File: config.mk
export PLATFORM = sky130hd
export DESIGN_NAME = source_text_lexer
export DESIGN_NICKNAME = d
export VERILOG_FILES = /design/src/stl_pkg.sv /design/src/stl_kwmatch.sv /design/src/source_text_lexer.sv
export SDC_FILE = /design/constraint.sdc
export NUM_CORES = 1
export LEC_CHECK = 0
export ABC_AREA = 1
export BUFFER_PORTS_ARGS = -buffer_cell sky130_fd_sc_hd__clkbuf_2
export CORE_MARGIN = 2
export CORE_UTILIZATION = 62
export DETAILED_ROUTE_END_ITERATION = 8
export MAX_ROUTING_LAYER = met4
export PLACE_DENSITY_LB_ADDON = 0.25
export SETUP_SLACK_MARGIN = 0.15
export SYNTH_ARGS = -nofsm -noshare
export SYNTH_HDL_FRONTEND = slang
export SYNTH_SLANG_ARGS = --single-unit
export TNS_END_PERCENT = 50
File: constraint.sdc
create_clock -name i_clk -period 11.2 [get_ports i_clk]
set_input_delay 1.68 -clock i_clk [delete_from_list [all_inputs] [get_ports i_clk]]
set_output_delay 1.68 -clock i_clk [all_outputs]
set_load 0.005 [all_outputs]
File: src/stl_pkg.sv
`timescale 1ns / 1ps
package stl_pkg;

    typedef enum logic [3:0] {
        M_IDLE, M_IDENT, M_NUM, M_STR, M_ESC, M_GT, M_LT, M_MINUS, M_LPAR,
        M_CMT, M_CSTAR, M_CPAREN, M_HALT
    } t_mode;

    // Sequencer phases: take a request, match keywords, emit a run.
    typedef enum logic [2:0] {
        S_IN, S_KW, S_RUN, S_OUT
    } t_seq;

    localparam logic [5:0] K_IDENT  = 6'd23;
    localparam logic [5:0] K_NUM    = 6'd24;
    localparam logic [5:0] K_STR    = 6'd25;
    localparam logic [5:0] K_EQ     = 6'd26;
    localparam logic [5:0] K_GE     = 6'd27;
    localparam logic [5:0] K_GT     = 6'd28;
    localparam logic [5:0] K_LE     = 6'd29;
    localparam logic [5:0] K_GETS   = 6'd30;
    localparam logic [5:0] K_LT     = 6'd31;
    localparam logic [5:0] K_NE     = 6'd32;
    localparam logic [5:0] K_TO     = 6'd33;
    localparam logic [5:0] K_MINUS  = 6'd34;
    localparam logic [5:0] K_PLUS   = 6'd35;
    localparam logic [5:0] K_DIV    = 6'd36;
    localparam logic [5:0] K_MUL    = 6'd37;
    localparam logic [5:0] K_AMP    = 6'd38;
    localparam logic [5:0] K_LBRACK = 6'd39;
    localparam logic [5:0] K_RBRACK = 6'd40;
    localparam logic [5:0] K_COMMA  = 6'd41;
    localparam logic [5:0] K_LPAR   = 6'd42;
    localparam logic [5:0] K_RPAR   = 6'd43;
    localparam logic [5:0] K_SEMI   = 6'd44;
    localparam logic [5:0] K_END    = 6'd45;
    localparam logic [5:0] K_ERR    = 6'd46;

    localparam logic [3:0] E_NONE    = 4'd0;
    localparam logic [3:0] E_ILLEGAL = 4'd1;
    localparam logic [3:0] E_NUMBIG  = 4'd2;
    localparam logic [3:0] E_IDLONG  = 4'd3;
    localparam logic [3:0] E_ESCAPE  = 4'd4;
    localparam logic [3:0] E_NONPRT  = 4'd5;
    localparam logic [3:0] E_STROPEN = 4'd6;
    localparam logic [3:0] E_CMTOPEN = 4'd7;
    localparam logic [3:0] E_NEST    = 4'd8;

    localparam int KW_COUNT = 23;
    localparam int KW_MAXLEN = 7;

    // Keyword text, first char in the low byte, zero padded.
    function automatic logic [55:0] kw_text(input logic [4:0] k);
        unique case (k)
            5'd0:  kw_text = 56'h646e61;
            5'd1:  kw_text = 56'h7961727261;
            5'd2:  kw_text = 56'h6e69676562;
            5'd3:  kw_text = 56'h6e61656c6f6f62;
            5'd4:  kw_text = 56'h6c6c696863;
            5'd5:  kw_text = 56'h656e69666564;
            5'd6:  kw_text = 56'h6f64;
            5'd7:  kw_text = 56'h65736c65;
            5'd8:  kw_text = 56'h6669736c65;
            5'd9:  kw_text = 56'h646e65;
            5'd10: kw_text = 56'h74697865;
            5'd11: kw_text = 56'h65736c6166;
            5'd12: kw_text = 56'h6669;
            5'd13: kw_text = 56'h72656765746e69;
            5'd14: kw_text = 56'h646f6d;
            5'd15: kw_text = 56'h746f6e;
            5'd16: kw_text = 56'h726f;
            5'd17: kw_text = 56'h6d6172676f7270;
            5'd18: kw_text = 56'h64616572;
            5'd19: kw_text = 56'h6e656874;
            5'd20: kw_text = 56'h65757274;
            5'd21: kw_text = 56'h656c696877;
            5'd22: kw_text = 56'h6574697277;
            default: kw_text = '0;
        endcase
    endfunction

    function automatic logic [2:0] kw_len(input logic [4:0] k);
        unique case (k)
            5'd0, 5'd9, 5'd14, 5'd15: kw_len = 3'd3;
            5'd6, 5'd12, 5'd16: kw_len = 3'd2;
            5'd7, 5'd10, 5'd18, 5'd19, 5'd20: kw_len = 3'd4;
            5'd5: kw_len = 3'd6;
            5'd3, 5'd13, 5'd17: kw_len = 3'd7;
            default: kw_len = 3'd5;
        endcase
    endfunction

    function automatic logic is_alpha(input logic [7:0] c);
        return (c >= 8'h61 && c <= 8'h7a) || (c >= 8'h41 && c <= 8'h5a) || c == 8'h5f;
    endfunction

    function automatic logic is_digit(input logic [7:0] c);
        return c >= 8'h30 && c <= 8'h39;
    endfunction

    function automatic logic is_space(input logic [7:0] c);
        return c == 8'h20 || (c >= 8'd9 && c <= 8'd13);
    endfunction

endpackage

File: src/stl_kwmatch.sv
`timescale 1ns / 1ps
// Compare the held identifier against one keyword per cycle, while the lexer's output is not stalled.
module stl_kwmatch
    import stl_pkg::*;
(
    input  logic [4:0]  i_kw_idx,
    input  logic [5:0]  i_len,
    input  logic [55:0] i_text,
    output logic        o_hit
);
    logic [55:0] w_kw;
    logic [2:0]  w_n;

    always_comb begin
        w_kw  = kw_text(i_kw_idx);
        w_n   = kw_len(i_kw_idx);
        o_hit = (i_len == {3'd0, w_n}) && (i_text == w_kw);
    end
endmodule

File: src/source_text_lexer.sv
`timescale 1ns / 1ps
// Every result is held in the output register before it is shown.
// A byte that ends a number or operator is re-handled after the flush; an escape gives two results.
// Identifier end: a search of the 23 keywords, one keyword a cycle while the output is free;
// if none matches, each character is read and then emitted; the ending byte is then re-handled.
// Input not ready while a result is stalled, in a search or run, or while r_redo or r_esc2 is set.
// Reset (i_rst_n low, synchronous) returns to idle, line 1 column 0; halts after errors.
module source_text_lexer
    import stl_pkg::*;
#(
    parameter int MAX_IDENT_LEN    = 32,
    parameter int MAX_COMMENT_NEST = 16
) (
    input  logic        i_clk,
    input  logic        i_rst_n,
    input  logic        i_valid,
    output logic        o_ready,
    input  logic        i_kind,
    input  logic [7:0]  i_char_code,
    output logic        o_valid,
    input  logic        i_ready,
    output logic [5:0]  o_token_kind,
    output logic [30:0] o_number_value,
    output logic [7:0]  o_text_char,
    output logic        o_text_valid,
    output logic [15:0] o_token_line,
    output logic [15:0] o_token_column,
    output logic [3:0]  o_error_code,
    output logic        o_last
);
    localparam int IW = $clog2(MAX_IDENT_LEN + 1);
    localparam int AW = (MAX_IDENT_LEN > 1) ? $clog2(MAX_IDENT_LEN) : 1;

    // Queued work after the current byte: pending steps in order.
    // After flushing a number/ident/op the byte itself is re-handled.
    t_seq  r_seq, n_seq;
    t_mode r_mode, n_mode;
    logic [IW-1:0] r_len, n_len;
    logic [30:0] r_num, n_num;
    logic [4:0]  r_depth, n_depth;
    logic [15:0] r_line, n_line, r_col, n_col, r_sl, n_sl, r_sc, n_sc;
    logic        r_nl, n_nl;
    logic [7:0]  r_c, n_c;
    logic        r_endm, n_endm;     // byte request was an end mark
    logic        r_redo, n_redo;     // re-handle r_c after the run
    logic        r_esc2, n_esc2;     // second escape result pending
    logic [4:0]  r_kw, n_kw;
    logic [IW-1:0] r_ri, n_ri;
    logic [55:0] r_kwtext;           // first chars of identifier
    logic [7:0]  r_buf [MAX_IDENT_LEN];
    logic [7:0]  r_rd;
    logic        w_we;
    logic [AW-1:0] w_wa, w_ra;

    // output register
    logic        r_ov, n_ov;
    logic [5:0]  r_tk, n_tk;
    logic [30:0] r_nv, n_nv;
    logic [7:0]  r_tc, n_tc;
    logic        r_tv, n_tv;
    logic [15:0] r_tl, n_tl, r_tcol, n_tcol;
    logic [3:0]  r_ec, n_ec;
    logic        r_ol, n_ol;

    logic w_hit, w_free, w_acc;
    logic [34:0] w_mul;

    stl_kwmatch u_kw (
        .i_kw_idx (r_kw),
        .i_len    (6'(r_len)),
        .i_text   (r_kwtext),
        .o_hit    (w_hit)
    );

    assign w_free  = !r_ov || i_ready;
    assign o_ready = (r_seq == S_IN) && w_free && !r_redo && !r_esc2;
    assign w_acc   = i_valid && o_ready;
    assign w_ra    = r_ri[AW-1:0];

    // Identifier store
    always_ff @(posedge i_clk) begin
        if (w_we) r_buf[w_wa] <= n_c;
        r_rd <= r_buf[w_ra];
    end

    // Keep the first characters zero padded for the keyword compare
    always_ff @(posedge i_clk) begin
        if (w_we && w_wa == '0) r_kwtext <= {48'd0, n_c};
        else if (w_we && int'(w_wa) < KW_MAXLEN) r_kwtext[w_wa*8 +: 8] <= n_c;
    end

    always_ff @(posedge i_clk) begin
        if (!i_rst_n) begin
            r_seq <= S_IN; r_mode <= M_IDLE; r_len <= '0; r_num <= '0; r_depth <= '0;
            r_line <= 16'd1; r_col <= '0; r_sl <= 16'd1; r_sc <= '0; r_nl <= 1'b0;
            r_redo <= 1'b0; r_esc2 <= 1'b0; r_endm <= 1'b0; r_kw <= '0; r_ri <= '0;
            r_ov <= 1'b0; r_c <= '0;
        end else begin
            r_seq <= n_seq; r_mode <= n_mode; r_len <= n_len; r_num <= n_num;
            r_depth <= n_depth; r_line <= n_line; r_col <= n_col; r_sl <= n_sl;
            r_sc <= n_sc; r_nl <= n_nl; r_redo <= n_redo; r_esc2 <= n_esc2;
            r_endm <= n_endm; r_kw <= n_kw; r_ri <= n_ri; r_ov <= n_ov; r_c <= n_c;
        end
    end

    always_ff @(posedge i_clk) begin
        r_tk <= n_tk; r_nv <= n_nv; r_tc <= n_tc; r_tv <= n_tv;
        r_tl <= n_tl; r_tcol <= n_tcol; r_ec <= n_ec; r_ol <= n_ol;
    end

    // Sequencer: each cycle at most one result and one step of work.
    always_comb begin
        logic       emit;
        logic [7:0] c;
        logic       endm;
        logic       proc;
        logic       restart;
        emit = 1'b0; c = r_c; endm = r_endm; proc = 1'b0; restart = 1'b0;
        n_seq = r_seq; n_mode = r_mode; n_len = r_len; n_num = r_num; n_depth = r_depth;
        n_line = r_line; n_col = r_col; n_sl = r_sl; n_sc = r_sc; n_nl = r_nl;
        n_c = r_c; n_endm = r_endm; n_redo = r_redo; n_esc2 = r_esc2; n_kw = r_kw;
        n_ri = r_ri; w_we = 1'b0; w_wa = r_len[AW-1:0];
        w_mul = '0;
        n_ov = r_ov && !i_ready;
        n_tk = r_tk; n_nv = r_nv; n_tc = r_tc; n_tv = r_tv; n_tl = r_tl;
        n_tcol = r_tcol; n_ec = r_ec; n_ol = r_ol;

        if (w_free) begin
            n_tk = K_END; n_nv = '0; n_tc = '0; n_tv = 1'b0; n_tl = r_sl; n_tcol = r_sc;
            n_ec = E_NONE; n_ol = 1'b1;
            unique case (r_seq)
                S_IN: begin
                    if (r_esc2) begin
                        emit = 1'b1; n_tk = K_STR; n_tc = r_c; n_tv = 1'b1; n_ol = 1'b0;
                        n_esc2 = 1'b0;
                    end else if (r_redo) begin
                        proc = 1'b1; n_redo = 1'b0;
                    end else if (w_acc) begin
                        c = i_char_code; endm = i_kind; n_c = c; n_endm = endm;
                        if (endm) proc = 1'b1;
                        else if (r_mode != M_HALT) begin
                            proc = 1'b1;
                            if (r_nl) begin
                                if (r_line != 16'hffff) n_line = r_line + 16'd1;
                                n_col = '0;
                            end
                            if (n_col != 16'hffff) n_col = n_col + 16'd1;
                            n_nl = (c == 8'd10);
                        end
                    end
                end
                S_KW: begin
                    if (w_hit) begin
                        emit = 1'b1; n_tk = {1'b0, r_kw}; restart = 1'b1;
                        n_seq = S_IN;
                    end else if (r_kw == 5'(KW_COUNT - 1)) begin
                        n_seq = S_RUN; n_ri = '0;
                    end else n_kw = r_kw + 5'd1;
                end
                S_RUN: begin
                    n_ri = r_ri + IW'(1); n_seq = S_OUT;
                end
                default: begin
                    emit = 1'b1; n_tk = K_IDENT; n_tc = r_rd; n_tv = 1'b1;
                    n_ol = (r_ri == r_len);
                    if (r_ri == r_len) begin
                        restart = 1'b1; n_seq = S_IN;
                    end else n_seq = S_RUN;
                end
            endcase

            // After an identifier: finish end mark or re-handle the byte
            if (restart) begin
                n_mode = M_IDLE;
                if (r_endm) n_redo = 1'b1;
                else n_redo = 1'b1;
            end

            if (proc) begin
                if (endm) begin
                    unique case (r_mode)
                        M_HALT: ;
                        M_IDENT: begin
                            n_seq = S_KW; n_kw = '0;
                        end
                        M_STR, M_ESC: begin
                            emit = 1'b1; n_tk = K_ERR; n_ec = E_STROPEN; n_mode = M_HALT;
                        end
                        M_CMT, M_CSTAR, M_CPAREN: begin
                            emit = 1'b1; n_tk = K_ERR; n_ec = E_CMTOPEN; n_mode = M_HALT;
                        end
                        M_NUM: begin
                            emit = 1'b1; n_tk = K_NUM; n_nv = r_num; n_mode = M_IDLE;
                            n_redo = 1'b1;
                        end
                        M_GT, M_LT, M_MINUS, M_LPAR: begin
                            emit = 1'b1; n_mode = M_IDLE; n_redo = 1'b1;
                            n_tk = (r_mode == M_GT) ? K_GT : (r_mode == M_LT) ? K_LT :
                                   (r_mode == M_MINUS) ? K_MINUS : K_LPAR;
                        end
                        default: begin
                            emit = 1'b1; n_tk = K_END; n_tl = n_line; n_tcol = n_col;
                        end
                    endcase
                end else begin
                    logic start;
                    start = 1'b0;
                    unique case (r_mode)
                        M_IDLE: start = 1'b1;
                        M_IDENT: begin
                            if (is_alpha(c) || is_digit(c)) begin
                                if (r_len >= IW'(MAX_IDENT_LEN)) begin
                                    emit = 1'b1; n_tk = K_ERR; n_ec = E_IDLONG;
                                    n_mode = M_HALT;
                                end else begin
                                    w_we = 1'b1; n_len = r_len + IW'(1);
                                end
                            end else begin
                                n_seq = S_KW; n_kw = '0;
                            end
                        end
                        M_NUM: begin
                            if (is_digit(c)) begin
                                w_mul = {4'd0, r_num} * 35'd10 + {27'd0, c - 8'h30};
                                if (w_mul > 35'h7fffffff) begin
                                    emit = 1'b1; n_tk = K_ERR; n_ec = E_NUMBIG;
                                    n_mode = M_HALT;
                                end else n_num = w_mul[30:0];
                            end else begin
                                emit = 1'b1; n_tk = K_NUM; n_nv = r_num; n_mode = M_IDLE;
                                n_redo = 1'b1;
                            end
                        end
                        M_STR: begin
                            if (c == 8'h22) begin
                                emit = 1'b1; n_tk = K_STR; n_mode = M_IDLE;
                            end else if (c == 8'h5c) n_mode = M_ESC;
                            else if (c >= 8'h20 && c <= 8'h7e) begin
                                emit = 1'b1; n_tk = K_STR; n_tc = c; n_tv = 1'b1;
                                n_ol = 1'b0;
                            end else begin
                                emit = 1'b1; n_tk = K_ERR; n_ec = E_NONPRT;
                                n_tl = n_line; n_tcol = n_col; n_mode = M_HALT;
                            end
                        end
                        M_ESC: begin
                            if (c == 8'h6e || c == 8'h74 || c == 8'h22 || c == 8'h5c) begin
                                emit = 1'b1; n_tk = K_STR; n_tc = 8'h5c; n_tv = 1'b1;
                                n_ol = 1'b0; n_esc2 = 1'b1; n_mode = M_STR;
                            end else begin
                                emit = 1'b1; n_tk = K_ERR; n_ec = E_ESCAPE;
                                n_tl = n_line; n_tcol = n_col; n_mode = M_HALT;
                            end
                        end
                        M_GT: begin
                            emit = 1'b1; n_mode = M_IDLE;
                            if (c == 8'h3d) n_tk = K_GE;
                            else begin n_tk = K_GT; n_redo = 1'b1; end
                        end
                        M_LT: begin
                            emit = 1'b1; n_mode = M_IDLE;
                            if (c == 8'h3d) n_tk = K_LE;
                            else if (c == 8'h2d) n_tk = K_GETS;
                            else begin n_tk = K_LT; n_redo = 1'b1; end
                        end
                        M_MINUS: begin
                            emit = 1'b1; n_mode = M_IDLE;
                            if (c == 8'h3e) n_tk = K_TO;
                            else begin n_tk = K_MINUS; n_redo = 1'b1; end
                        end
                        M_LPAR: begin
                            if (c == 8'h2a) begin
                                n_depth = 5'd1; n_mode = M_CMT;
                            end else begin
                                emit = 1'b1; n_tk = K_LPAR; n_mode = M_IDLE;
                                n_redo = 1'b1;
                            end
                        end
                        M_CMT, M_CSTAR, M_CPAREN: begin
                            if (r_mode == M_CSTAR && c == 8'h29) begin
                                n_depth = r_depth - 5'd1;
                                n_mode = (n_depth == '0) ? M_IDLE : M_CMT;
                            end else if (r_mode == M_CPAREN && c == 8'h2a) begin
                                if (r_depth >= 5'(MAX_COMMENT_NEST)) begin
                                    emit = 1'b1; n_tk = K_ERR; n_ec = E_NEST;
                                    n_tl = n_line; n_tcol = n_col; n_mode = M_HALT;
                                end else begin
                                    n_depth = r_depth + 5'd1; n_mode = M_CMT;
                                end
                            end else if (c == 8'h2a) n_mode = M_CSTAR;
                            else if (c == 8'h28) n_mode = M_CPAREN;
                            else n_mode = M_CMT;
                        end
                        default: ;
                    endcase

                    // Begin a token with this byte
                    if (start) begin
                        n_sl = n_line; n_sc = n_col; n_mode = M_IDLE;
                        n_tl = n_line; n_tcol = n_col;
                        if (is_space(c)) ;
                        else if (is_alpha(c)) begin
                            n_mode = M_IDENT; w_we = 1'b1; w_wa = '0; n_len = IW'(1);
                        end else if (is_digit(c)) begin
                            n_mode = M_NUM; n_num = {23'd0, c - 8'h30};
                        end else begin
                            emit = 1'b1;
                            unique case (c)
                                8'h22: begin emit = 1'b0; n_mode = M_STR; end
                                8'h3e: begin emit = 1'b0; n_mode = M_GT; end
                                8'h3c: begin emit = 1'b0; n_mode = M_LT; end
                                8'h2d: begin emit = 1'b0; n_mode = M_MINUS; end
                                8'h28: begin emit = 1'b0; n_mode = M_LPAR; end
                                8'h3d: n_tk = K_EQ;
                                8'h23: n_tk = K_NE;
                                8'h2b: n_tk = K_PLUS;
                                8'h2f: n_tk = K_DIV;
                                8'h2a: n_tk = K_MUL;
                                8'h26: n_tk = K_AMP;
                                8'h5b: n_tk = K_LBRACK;
                                8'h5d: n_tk = K_RBRACK;
                                8'h2c: n_tk = K_COMMA;
                                8'h29: n_tk = K_RPAR;
                                8'h3b: n_tk = K_SEMI;
                                default: begin
                                    n_tk = K_ERR; n_ec = E_ILLEGAL; n_mode = M_HALT;
                                end
                            endcase
                        end
                    end
                end
            end

            // Entering a run from the keyword search starts the read index at zero
            if (n_seq == S_RUN && r_seq == S_KW) n_ri = '0;
            if (emit) n_ov = 1'b1;
        end
    end

    assign o_valid        = r_ov;
    assign o_token_kind   = r_tk;
    assign o_number_value = r_nv;
    assign o_text_char    = r_tc;
    assign o_text_valid   = r_tv;
    assign o_token_line   = r_tl;
    assign o_token_column = r_tcol;
    assign o_error_code   = r_ec;
    assign o_last         = r_ol;
endmodule

Word level (Yosys, flattened, before mapping)
Memory sizes are Yosys's and may differ from the RTL's. A register that Yosys moved wholly into a read port is not among the register bits.
Cells that the tools add are included.
{"block": "word_totals", "register_bits": 276, "ramBits": 256, "mem_bits_ro": 1568, "word_cells": 448, "n_memories": 3}
{"name": "(no name shown)", "depth": 32, "word_bits": 46, "read_ports": 1, "rd_clocked_by_memory_dff": 1, "write_ports": 0, "line": "stl_pkg.sv:54", "source": "unique case (k)"}
{"name": "r_buf", "depth": 32, "word_bits": 8, "read_ports": 1, "rd_clocked_by_memory_dff": 1, "write_ports": 1, "line": "source_text_lexer.sv:50", "source": "logic [7:0] r_buf [MAX_IDENT_LEN];"}
{"name": "(no name shown)", "depth": 32, "word_bits": 3, "read_ports": 1, "rd_clocked_by_memory_dff": 1, "write_ports": 0, "line": "stl_pkg.sv:83", "source": "unique case (k)"}
{"block": "classes", "n_addsub": 10, "n_mul": 1, "magnitude_cmp": 14, "n_eq_ne": 49, "shifts": 2, "mux": 284, "bitwise_logic": 4, "n_reduce_logical": 54}
{"cell": "$mux W16", "n": 45}
{"cell": "$mux W31", "n": 11}
{"cell": "$mux W6", "n": 31}
{"cell": "$eq A8 B6 Y1 const B", "n": 15}
{"cell": "$mux W8", "n": 15}
{"cell": "$mux W4", "n": 29}
{"cell": "$mux W5", "n": 22}
{"cell": "$pmux W16 S3", "n": 2}
{"cell": "$mux W1", "n": 83}
{"cell": "$pmux W6 S12", "n": 1}
{"cell": "$bwmux W56", "n": 1}
{"cell": "$eq A56 B56 Y1", "n": 1}
{"cell": "$shift A8 B34 Y56 const A", "n": 1}
{"cell": "$shiftx A8 B34 Y56", "n": 1}
{"cell": "$pmux W6 S9", "n": 1}
{"cell": "$eq A8 B7 Y1 const B", "n": 6}
{"cell": "$mux W3", "n": 14}
{"cell": "$add A35 B8 Y35", "n": 1}
{"cell": "$gt A35 B31 Y1 const B", "n": 1}
{"cell": "$mul A31 B3 Y34 const B", "n": 1}
{"cell": "$neg A8 Y34", "n": 1}
{"cell": "$add A16 B1 Y16 const B", "n": 2}
{"cell": "$ne A16 B16 Y1 const B", "n": 2}
{"cell": "$pmux W8 S2", "n": 2}
{"cell": "61 further kinds", "n": 129}

Logic depth before layout (Yosys ltp)
Gate-level depths: netlist of run 1.
{"block": "logic_depth", "word_depth": 27, "mapped_depth": 37, "depth_no_buf": 36}

Hierarchy
From an unflattened synthesis of run 1, not the netlist that was laid out.
{"block": "unflattened", "cells_unflattened": 4114, "area_unflattened_um2": 31403.9}
{"module": "source_text_lexer", "n_inst": 1, "cells_per_inst": 3687, "area_per_inst_um2": 29427.0, "seq_area_each_um2": 14283.7}
{"module": "stl_kwmatch", "n_inst": 1, "cells_per_inst": 427, "area_per_inst_um2": 1976.9, "seq_area_each_um2": 0.0}

Worst setup path before layout of run 1
OpenSTA, ideal clock, no wires.
{"block": "synth_path", "path_type": "input port to flip-flop", "start": "in i_ready", "end": "reg r_kwtext[0] (enable)", "arrival_ps": 6273, "required_time_ps": 10816, "setup_slack_ps": 4543, "stages": 30, "path_cell_list": "nor2_1 -> nor2_4 -> nand3_2 -> buf_6 -> buf_6 -> nand2_1 -> nand2_1 -> inv_2 -> buf_2 -> ha_1 -> nand3_1 -> nand3_1 -> a21oi_1 -> nor2_2 -> nand2_2 -> nand3_4 -> buf_6 -> nand2_2 -> clkbuf_1 -> ha_1 -> nand2_1 -> inv_1 -> nand2_1 -> inv_1 -> ha_1 -> nor3_1 -> nand2_1 -> nor2_1 -> nand3_1 -> o21ai_0"}
{"block": "synth_between", "elab_chain_len": 25, "word_cells_on_any_way": 57}
{"element": "start, declared", "line": "source_text_lexer.sv:21", "source": "input logic i_ready,"}
{"element": "$logic_or A1 B1 Y1 *", "line": "source_text_lexer.sv:75", "source": "assign w_free = !r_ov || i_ready;"}
{"element": "parallel branches: the longest is 23 deep, another holds $ge A8 B7 Y1"}
{"element": "$reduce_bool A2 Y1 (no line) *"}
{"element": "end signal, assigned", "line": "source_text_lexer.sv:88", "source": "if (w_we && w_wa == '0) r_kwtext <= {48'd0, n_c};"}
{"element": "end, declared", "line": "source_text_lexer.sv:49", "source": "logic [55:0] r_kwtext;"}
Mark *: on every way between the ends. The select of a mux whose other input is x is not followed.
A chain may end at the register's enable or synchronous reset.

Final worst setup path of run 1
{"block": "layout_path", "start": "in i_ready", "end": "reg r_kwtext[6] (enable)"}
The elaborated chain is that of the path after synthesis.

==> summary.txt, run 1 <==
Status
  – Run status: finished clean

Synth
  – Sequential share of the synthesized area: 47.8%
  – Top FF cell, synth: edfxtp_1
  – Mapped Cells: 3960
  – Mapped Area: 31500 µm²
  – Net Count, Synth: about 4.1k
  – Ys async rst share: 0%
  – Avg Inst Size Synth: 7.96 µm²
  – EDFF count, synth: 347
  – #FFs+latches synth: slightly below 600
  – Yosys cell types: 58
  – Synth Warn #: 0

STA
  – Setup ws final: around 3900 ps
  – Final Hold Viols: 0
  – Final setup violation count: 0
  – Fin Setup TNS: 0 ps
  – Period minus WS final: 7320 ps
  – Clock Skew: 70.0 ps
  – Max-slew headroom: between 10% and 20%
  – Slew Viols, Final: 0
  – Fin crit share: between 60 and 70%
  – RSZ-0062 raised after global routing: false
  – Worst hold margin: 460 ps
  – FMAX: around 0.14 GHz
  – Least-Margin Pin Slew: 1300 ps

Setup path
  – Critical Setup Path Class: primary input to register
  – Slowest CP cell: o21ai_0
  – CP Max Fanout: 25
  – CP max stage delay: 890 ps
  – Most frequent CP cell: nand2_1
  – Arr. time, crit path: 7540 ps
  – CP required: 11430 ps
  – CP Launch Type: primary input
  – Critical path endpoint category: register

Clocking
  – Worst-path clk slew: 70 ps
  – Root Buffer: clkbuf_16
  – Longest Clk Path Bufs: 3
  – Total CTS buffers: 59
  – Clk_lat worst skew: 670 ps
  – # hold bufs at CTS: 0
  – TritonCTS clock tree: done
  – Post-CTS sizing: 0
  – Post-CTS Repair Setup Buffers: 0
  – Clk sinks: 579
  – H-Tree Depth: 2

Power
  – VDD IR max: 0.145 mV
  – Lkg Pwr: 15.0 nW
  – Overall power: roughly 8.5 mW
  – Power per cell area: between 200 and 250 nW/µm²

Die
  – Starting Density: between 60% and 70%
  – Vert. Die Dim: 229 µm
  – Die width: 229 µm
  – FP Rows: 82
  – DIE AREA: 52600 µm²
  – Core area: about 50000 µm²
  – I/O pins: 98

Global route
  – Largest net degree at the start of global routing: 85
  – Initial antenna violation count: 2
  – First-pass GRT wire length: ~140000 µm
  – Grt ovf: 0
  – All-layer global routing usage: between 30% and 40%
  – Vias in the first global route: around 27k

Cells and area
  – Fin util: 68.9%
  – Final std cells w/o fill: approximately 4.7k
  – Filler Cell Count: 4098
  – Reg area: 15100 µm²
  – Area of the multi-input gates: around 14000 µm²
  – Design Area, Final: 34600 µm²
  – Synth-to-layout area growth: 9.75%
  – Final-stage net count: 4107
  – Layout cells sized above 1: under 10%

Detailed routing
  – Routed len/inst: around 19 µm
  – Final wirelength: 90400 µm
  – Initial DRC count: 3061
  – DRC viols: 0
  – Antenna viol nets, final: 0
  – Avg Vias per Cell: 5.96
  – Via count: 28.1k
  – 1st-pass router iterations: 8

Place
  – Placed cells: around 4.6k
  – Dpl cell area: approximately 32000 µm²
  – Placement Setup Slack: about 3400 ps
  – Detail Placement HPWL: 62000 µm
  – GPL Wtd Cong: 0.997
  – Port bufs: 97

Worst hold path
  – Worst Hold Class: register to register

Job
  – Max-cap check violation count: 0
==> sequential cells by signal, summed over array words and instances (netlist names), 3 cells and up, named ones only <==
register / flops
o_token_line: 16
r_ri: 6
r_num: 30
r_buf: 256
r_col: 16
r_len: 6
o_number_value: 31
r_sc: 16
u_kw.w_kw: 36
o_text_char: 8
u_kw.w_n: 3
o_token_kind: 6
r_line: 16
r_c: 8
r_rd: 8
o_error_code: 4
r_kw: 5
r_sl: 16
r_seq: 3
r_kwtext: 56
r_mode: 4
r_depth: 5
o_token_column: 16
==> kinds of logic (layout without fill, tap and decap cells) <==
family,Yosys count,count (layout),synth area share (%)
other cells,0,2,0
compound gates,730,730,13.8
xor+xnor,70,70,1.95
buf+inv,644,730,7.87
fa+ha+maj,99,99,3.98
flops,579,579,47.8
simple gates,1838,1838,24.7
==> worst paths after layout <==
kind                                                start                   endpoint  slack (ps)  depth (start not counted)
worst max register to register      r_seq[2]$_SDFFE_PN0N_      r_kwtext[6]$_DFFE_PP_        4650                         27
worst min register to register  r_kwtext[47]$_SDFFE_PP0P_  r_kwtext[47]$_SDFFE_PP0P_         460                          2
worst max-delay path                              i_ready      r_kwtext[6]$_DFFE_PP_        3880                         28
worst min-delay path            r_kwtext[47]$_SDFFE_PP0P_  r_kwtext[47]$_SDFFE_PP0P_         460                          2
==> routing by layer <==
metal	share of wire, %	GRT usage [%]	vias up	routed length (µm)
met4	4.0	13.1	0	3650
met1	42	47.7	13000	37600
li1	-	-	13400	-
met3	9.6	5.44	250	8720
met5	0	-	-	0
met2	45	53.6	1430	40500
==> report_power, final <==
group	internal, mW	switching [mW]	leakage [nW]
Sequential	2.80	0.235	5.24
Combinational	0.953	2.38	8.77
Clock	1.24	0.870	1.02
==> critical path: cells and delay by family <==
kind	cells	cell delay (ps)
simple gates	14	2430
buf+inv	8	1430
compound gates	3	1120
fa+ha+maj	3	840
==> cell usage after synthesis (15+ instances only) <==
cell      instances  area, µm²
nand2_1         833       3130
a31oi_1          28        175
clkbuf_1        128        480
nand4_1          48        300
dfxtp_1         232       4640
xnor2_1          21        184
nand3_1         256       1280
nand2_2          15       93.8
nor4_1           33        206
xor2_1           49        429
o22ai_1          22        138
inv_1           467       1750
nor3_1           51        255
a22oi_1          20        150
o221ai_1         69        604
edfxtp_1        347      10400
o211ai_1         37        278
a21oi_1         179        896
buf_2            18       90.1
a221oi_1         21        184
nor2_1          560       2100
o21ai_0         309       1550
ha_1             97       1210
==> cell usage in the layout, fill, tap and decap left out, types with 8 or more instances in the layout <==
master,count
ha_1,97
o22ai_1,22
clkinv_2,10
a21oi_1,179
bufinv_16,9
nand2_1,832
a31oi_1,28
nor2_2,8
nor2_4,9
clkbuf_16,59
edfxtp_1,347
clkbuf_2,97
buf_4,32
o21ai_0,309
a32oi_1,8
a221oi_1,21
nand3_1,256
clkinv_1,10
nor2_1,557
nor4_1,33
o221ai_1,69
dfxtp_1,230
xnor2_1,21
inv_2,15
a211oi_1,11
o211ai_1,37
clkbuf_8,8
a22oi_1,20
nand4_1,48
nor3_1,50
inv_1,464
nand2_2,16
clkbuf_1,13
xor2_1,49
==> final cells by class <==
type,instances,area share [%]
antenna,2,0.0145
clock buffer,80,4.73
clock inverter,32,1.38
inverter,489,5.32
multi-input combinational,2737,40.4
sequential,579,43.6
tap,672,2.43
timing repair buffer,129,2.10
Power figures use the tool's default switching activity.
==> run 2, diff against run 1 <==
--- a/config.mk
+++ b/config.mk
@@ -5,7 +5,7 @@
 export SDC_FILE = /design/constraint.sdc
 export NUM_CORES = 1
 export LEC_CHECK = 0
-export ABC_AREA = 1
+export ABC_AREA = 0
 export BUFFER_PORTS_ARGS = -buffer_cell sky130_fd_sc_hd__clkbuf_2
 export CORE_MARGIN = 2
 export CORE_UTILIZATION = 62
==> constraint.sdc (replaced) <==
create_clock -name i_clk -period 7.3 [get_ports i_clk]
set_input_delay 1.095 -clock i_clk [delete_from_list [all_inputs] [get_ports i_clk]]
set_output_delay 1.095 -clock i_clk [all_outputs]
set_load 0.005 [all_outputs]
==> summary.txt, run 2 <==
Setup path
  – Critical path endpoint category: register (unchanged)
  – CP Launch Type: register (was primary input)
  – CP max stage delay: 810 ps (was 890 ps)
  – Arr. time, crit path: 7230 ps (was 7540 ps)
  – CP Max Fanout: 16 (was 25)
  – Flop-to-flop setup slack: 570 ps (was 4650 ps)
  – Slowest CP cell: or4_1 (was o21ai_0)
  – Crit-path leading delay family: simple AND/OR/NAND/NOR gates (unchanged)
  – CP required: 7800 ps (was 11430 ps)
  – R2R Path Start: r_seq[1]$_SDFFE_PN0N_ (was r_seq[2]$_SDFFE_PN0N_)
  – Critical Setup Path Class: register to register (was primary input to register)
  – CP cell instances: or4_1, nor3_4, nand2_1, nand2_1, inv_1, ha_1, a21boi_0, a31o_1, o41ai_4, buf_4, or3_1, nand2_1, ha_1, o21ai_0, inv_1, ha_1, nand4b_1, nor4_4, nand4b_1, nand3_1, o21ai_0
  – CP bufs+invs: 3 (was 8)
  – R2r endpoint: r_kwtext[37]$_SDFFE_PP0P_ (was r_kwtext[6]$_DFFE_PP_)
  – R2R cell count: 21 (was 27)

Clocking
  – Clk_lat worst skew: 660 ps (was 670 ps)
  – Root Buffer: clkbuf_16 (unchanged)
  – Total CTS buffers: 59 (unchanged)
  – H-Tree Depth: 2 (unchanged)
  – Post-CTS sizing: 0 (unchanged)
  – Longest Clk Path Bufs: 3 (unchanged)
  – TritonCTS clock tree: done (unchanged)
  – Worst-path clk slew: 60 ps (was 70 ps)
  – Clk sinks: 579 (unchanged)
  – # hold bufs at CTS: 0 (unchanged)

Detailed routing
  – Antenna viol nets, final: 0 (unchanged)
  – Routed len/inst: 24.2 µm (was 19.2 µm)
  – DRC viols: 0 (unchanged)
  – 1st-pass router iterations: 7 (was 8)
  – Via count: 22.7k (was 28.1k)
  – Initial DRC count: 2680 (was 3061)
  – Avg Vias per Cell: 6.63 (was 5.96)
  – Final wirelength: 82600 µm (was 90400 µm)

STA
  – RSZ-0062 raised after global routing: false (unchanged)
  – Max-slew headroom: 9.81% (was 13.0%)
  – Least-Margin Pin Slew: 1350 ps (was 1300 ps)
  – Clock Skew: 51.9 ps (was 70.0 ps)
  – Setup ws final: 567 ps (was 3880 ps)
  – Fin Setup TNS: 0 ps (unchanged)
  – Worst hold margin: 458 ps (was 460 ps)
  – Period minus WS final: 6730 ps
  – Final setup violation count: 0 (unchanged)
  – FMAX: 0.149 GHz
  – Fin crit share: roughly 92%
  – Slew Viols, Final: 0 (unchanged)
  – Final Hold Viols: 0 (unchanged)

Synth
  – Top-area cell type share of the netlist area: 35.8% (was 33.1%)
  – Commonest cells in the netlist: edfxtp_1 (347), nand2_1 (270), dfxtp_1 (232) (was nand2_1 (833), nor2_1 (560), inv_1 (467))
  – Mapped Area: 29100 µm² (was 31500 µm²)
  – Yosys cell types: 95 (was 58)
  – Mapped Cells: 2696 (was 3960)
  – Top FF cell, synth: edfxtp_1 (unchanged)
  – Avg Inst Size Synth: 10.8 µm² (was 7.96 µm²)
  – Sequential share of the synthesized area: 51.8% (was 47.8%)
  – #FFs+latches synth: 579 (unchanged)
  – Ys async rst share: 0% (unchanged)
  – Synth Warn #: 0 (unchanged)
  – EDFF count, synth: 347 (unchanged)
  – Area contributors post-synth: edfxtp_1 (36%), dfxtp_1 (16%), mux4_2 (6.2%), ha_1 (4.2%), nand2_1 (3.5%) (was edfxtp_1 (33%), dfxtp_1 (15%), nand2_1 (9.9%), nor2_1 (6.7%), inv_1 (5.6%))
  – Net Count, Synth: 2808 (was 4072)
  – Synth area leader: edfxtp_1 (unchanged)
  – Count leader, synth: edfxtp_1 (was nand2_1)

Power
  – Power per cell area: 267 nW/µm² (was 245 nW/µm²)
  – Lkg Pwr: 12.0 nW (was 15.0 nW)
  – VDD IR max: 0.241 mV (was 0.145 mV)
  – Overall power: 8.65 mW (was 8.48 mW)

Cells and area
  – Design Area, Final: 32400 µm² (was 34600 µm²)
  – Most frequent cells in the layout: edfxtp_1 (347), nand2_1 (270), nor2_1 (230), dfxtp_1 (230), o21ai_0 (153) (was nand2_1 (832), nor2_1 (557), inv_1 (464))
  – Final std cells w/o fill: 3421 (was 4720)
  – Fin util: 69.7% (was 68.9%)
  – Filler Cell Count: 3306 (was 4098)
  – Layout cells sized above 1: 15.4% (was 7.44%)
  – Commonest non-fill, non-tap cell in the layout: edfxtp_1 (was nand2_1)
  – Final-stage net count: 2868 (was 4107)
  – Largest register FFs: 256 (unchanged)
  – Top reg by flops: r_buf (unchanged)
  – Synth-to-layout area growth: 11.3% (was 9.75%)

Place
  – Port bufs: 97 (unchanged)
  – Detail Placement HPWL: 56000 µm (was 62000 µm)
  – GPL Wtd Cong: 1.02 (was 0.997)
  – Placement Setup Slack: 356 ps (was 3420 ps)
  – Placed cells: 3301 (was 4606)
  – Dpl cell area: 30200 µm² (was 32500 µm²)

Die
  – FP Rows: 79 (was 82)
  – Starting Density: 62.6% (was 62.8%)
  – Die width: 221 µm (was 229 µm)
  – DIE AREA: 48700 µm² (was 52600 µm²)
  – Vert. Die Dim: 221 µm (was 229 µm)
  – I/O pins: 98 (unchanged)
  – Core area: 46500 µm² (was 50200 µm²)

Global route
  – Vias in the first global route: 21.4k (was 26.6k)
  – All-layer global routing usage: 34.7% (was 35.2%)
  – Met2 Usage GRT: 55.4% (was 53.6%)
  – Grt ovf: 0 (unchanged)
  – First-pass GRT wire length: 125000 µm (was 143000 µm)
  – Largest net degree at the start of global routing: 75 (was 85)
  – Global routing usage on met3: 5.33% (was 5.44%)
  – Initial antenna violation count: 4 (was 2)
  – GRT busiest layer: met2 (unchanged)
  – GR Util met1: 45.8% (was 47.7%)

Job
  – Max-cap check violation count: 0 (unchanged)

Worst hold path
  – Worst Hold Class: register to register (unchanged)
  – Hold depth: 2 (unchanged)
  – WHS Endpoint: r_sc[12]$_SDFFE_PN0P_ (was r_kwtext[47]$_SDFFE_PP0P_)
  – Hold Startpoint: r_sc[12]$_SDFFE_PN0P_ (was r_kwtext[47]$_SDFFE_PP0P_)

Status
  – Run status: finished clean (unchanged)
-- run 2: changes by cell type after synthesis, sizes merged, moves of 32 or more --
cell    previous run  this run
nor2             574       231
and3               1        33
nand3            265       107
nand2            849       270
o221ai            69        13
and2               1        72
mux4               0        80
inv              481        57
a21oi            179       142
o21ai            319       158
-- run 2: cell families after synthesis --
kind of cell    Yosys count  synth area share, %
buf+inv                 219                 2.99
xor+xnor                116                 3.49
mux                     131                 8.08
fa+ha+maj                99                 4.31
flops                   579                 51.8
compound gates          579                 12.9
simple gates            973                 16.4
-- run 2: layer usage --
metal  vias to the layer above  part of all wire, %
met3                       212                  8.4
met2                      1226                   48
met4                         0                  3.4
met1                     11000                   40
li1                      10200                    -
met5                         -                    0
-- run 2: report_power, final --
part	total [mW]	switching (mW)	internal (mW)
combinational	1.47	0.975	0.490
clock	3.32	1.35	1.98
sequential	3.87	0.120	3.75
-- run 2: what timing repair did --
item | CTS | global route
buffers inserted | 0 | 1
hold endpoints to repair | 0 | 0
endpoints found under the setup margin | 0 | 6
-- run 2: worst max path at each step --
stage,from,end,cells past startpoint
after global routing,r_seq[1]$_SDFFE_PN0N_,r_kwtext[9]$_SDFFE_PP0P_,21
after CTS,r_seq[1]$_SDFFE_PN0N_,r_kwtext[23]$_SDFFE_PP0P_,20
after global placement,i_ready,r_kwtext[23]$_SDFFE_PP0P_,22
after detailed placement,i_ready,r_kwtext[23]$_SDFFE_PP0P_,22
final,r_seq[1]$_SDFFE_PN0N_,r_kwtext[37]$_SDFFE_PP0P_,21
after floorplan,i_ready,r_kwtext[29]$_SDFFE_PP0P_,25
-- run 2: final cells by class --
type	count	area, µm²	share of cell area, %
clock buffers	75	1690	5.22
repair buffers	160	958	2.96
clock inverters	37	494	1.53
inverters	58	220	0.680
diodes	7	17.5	0.0541
well taps	607	759	2.35
multi-input cells	1898	13200	40.7
flip-flops and latches	579	15100	46.5
-- run 2: tightest hold or removal path: stages, from the launching register on --
cell	delay (ps)
dfxtp_1	310
nand2_1	50
a21oi_1	50
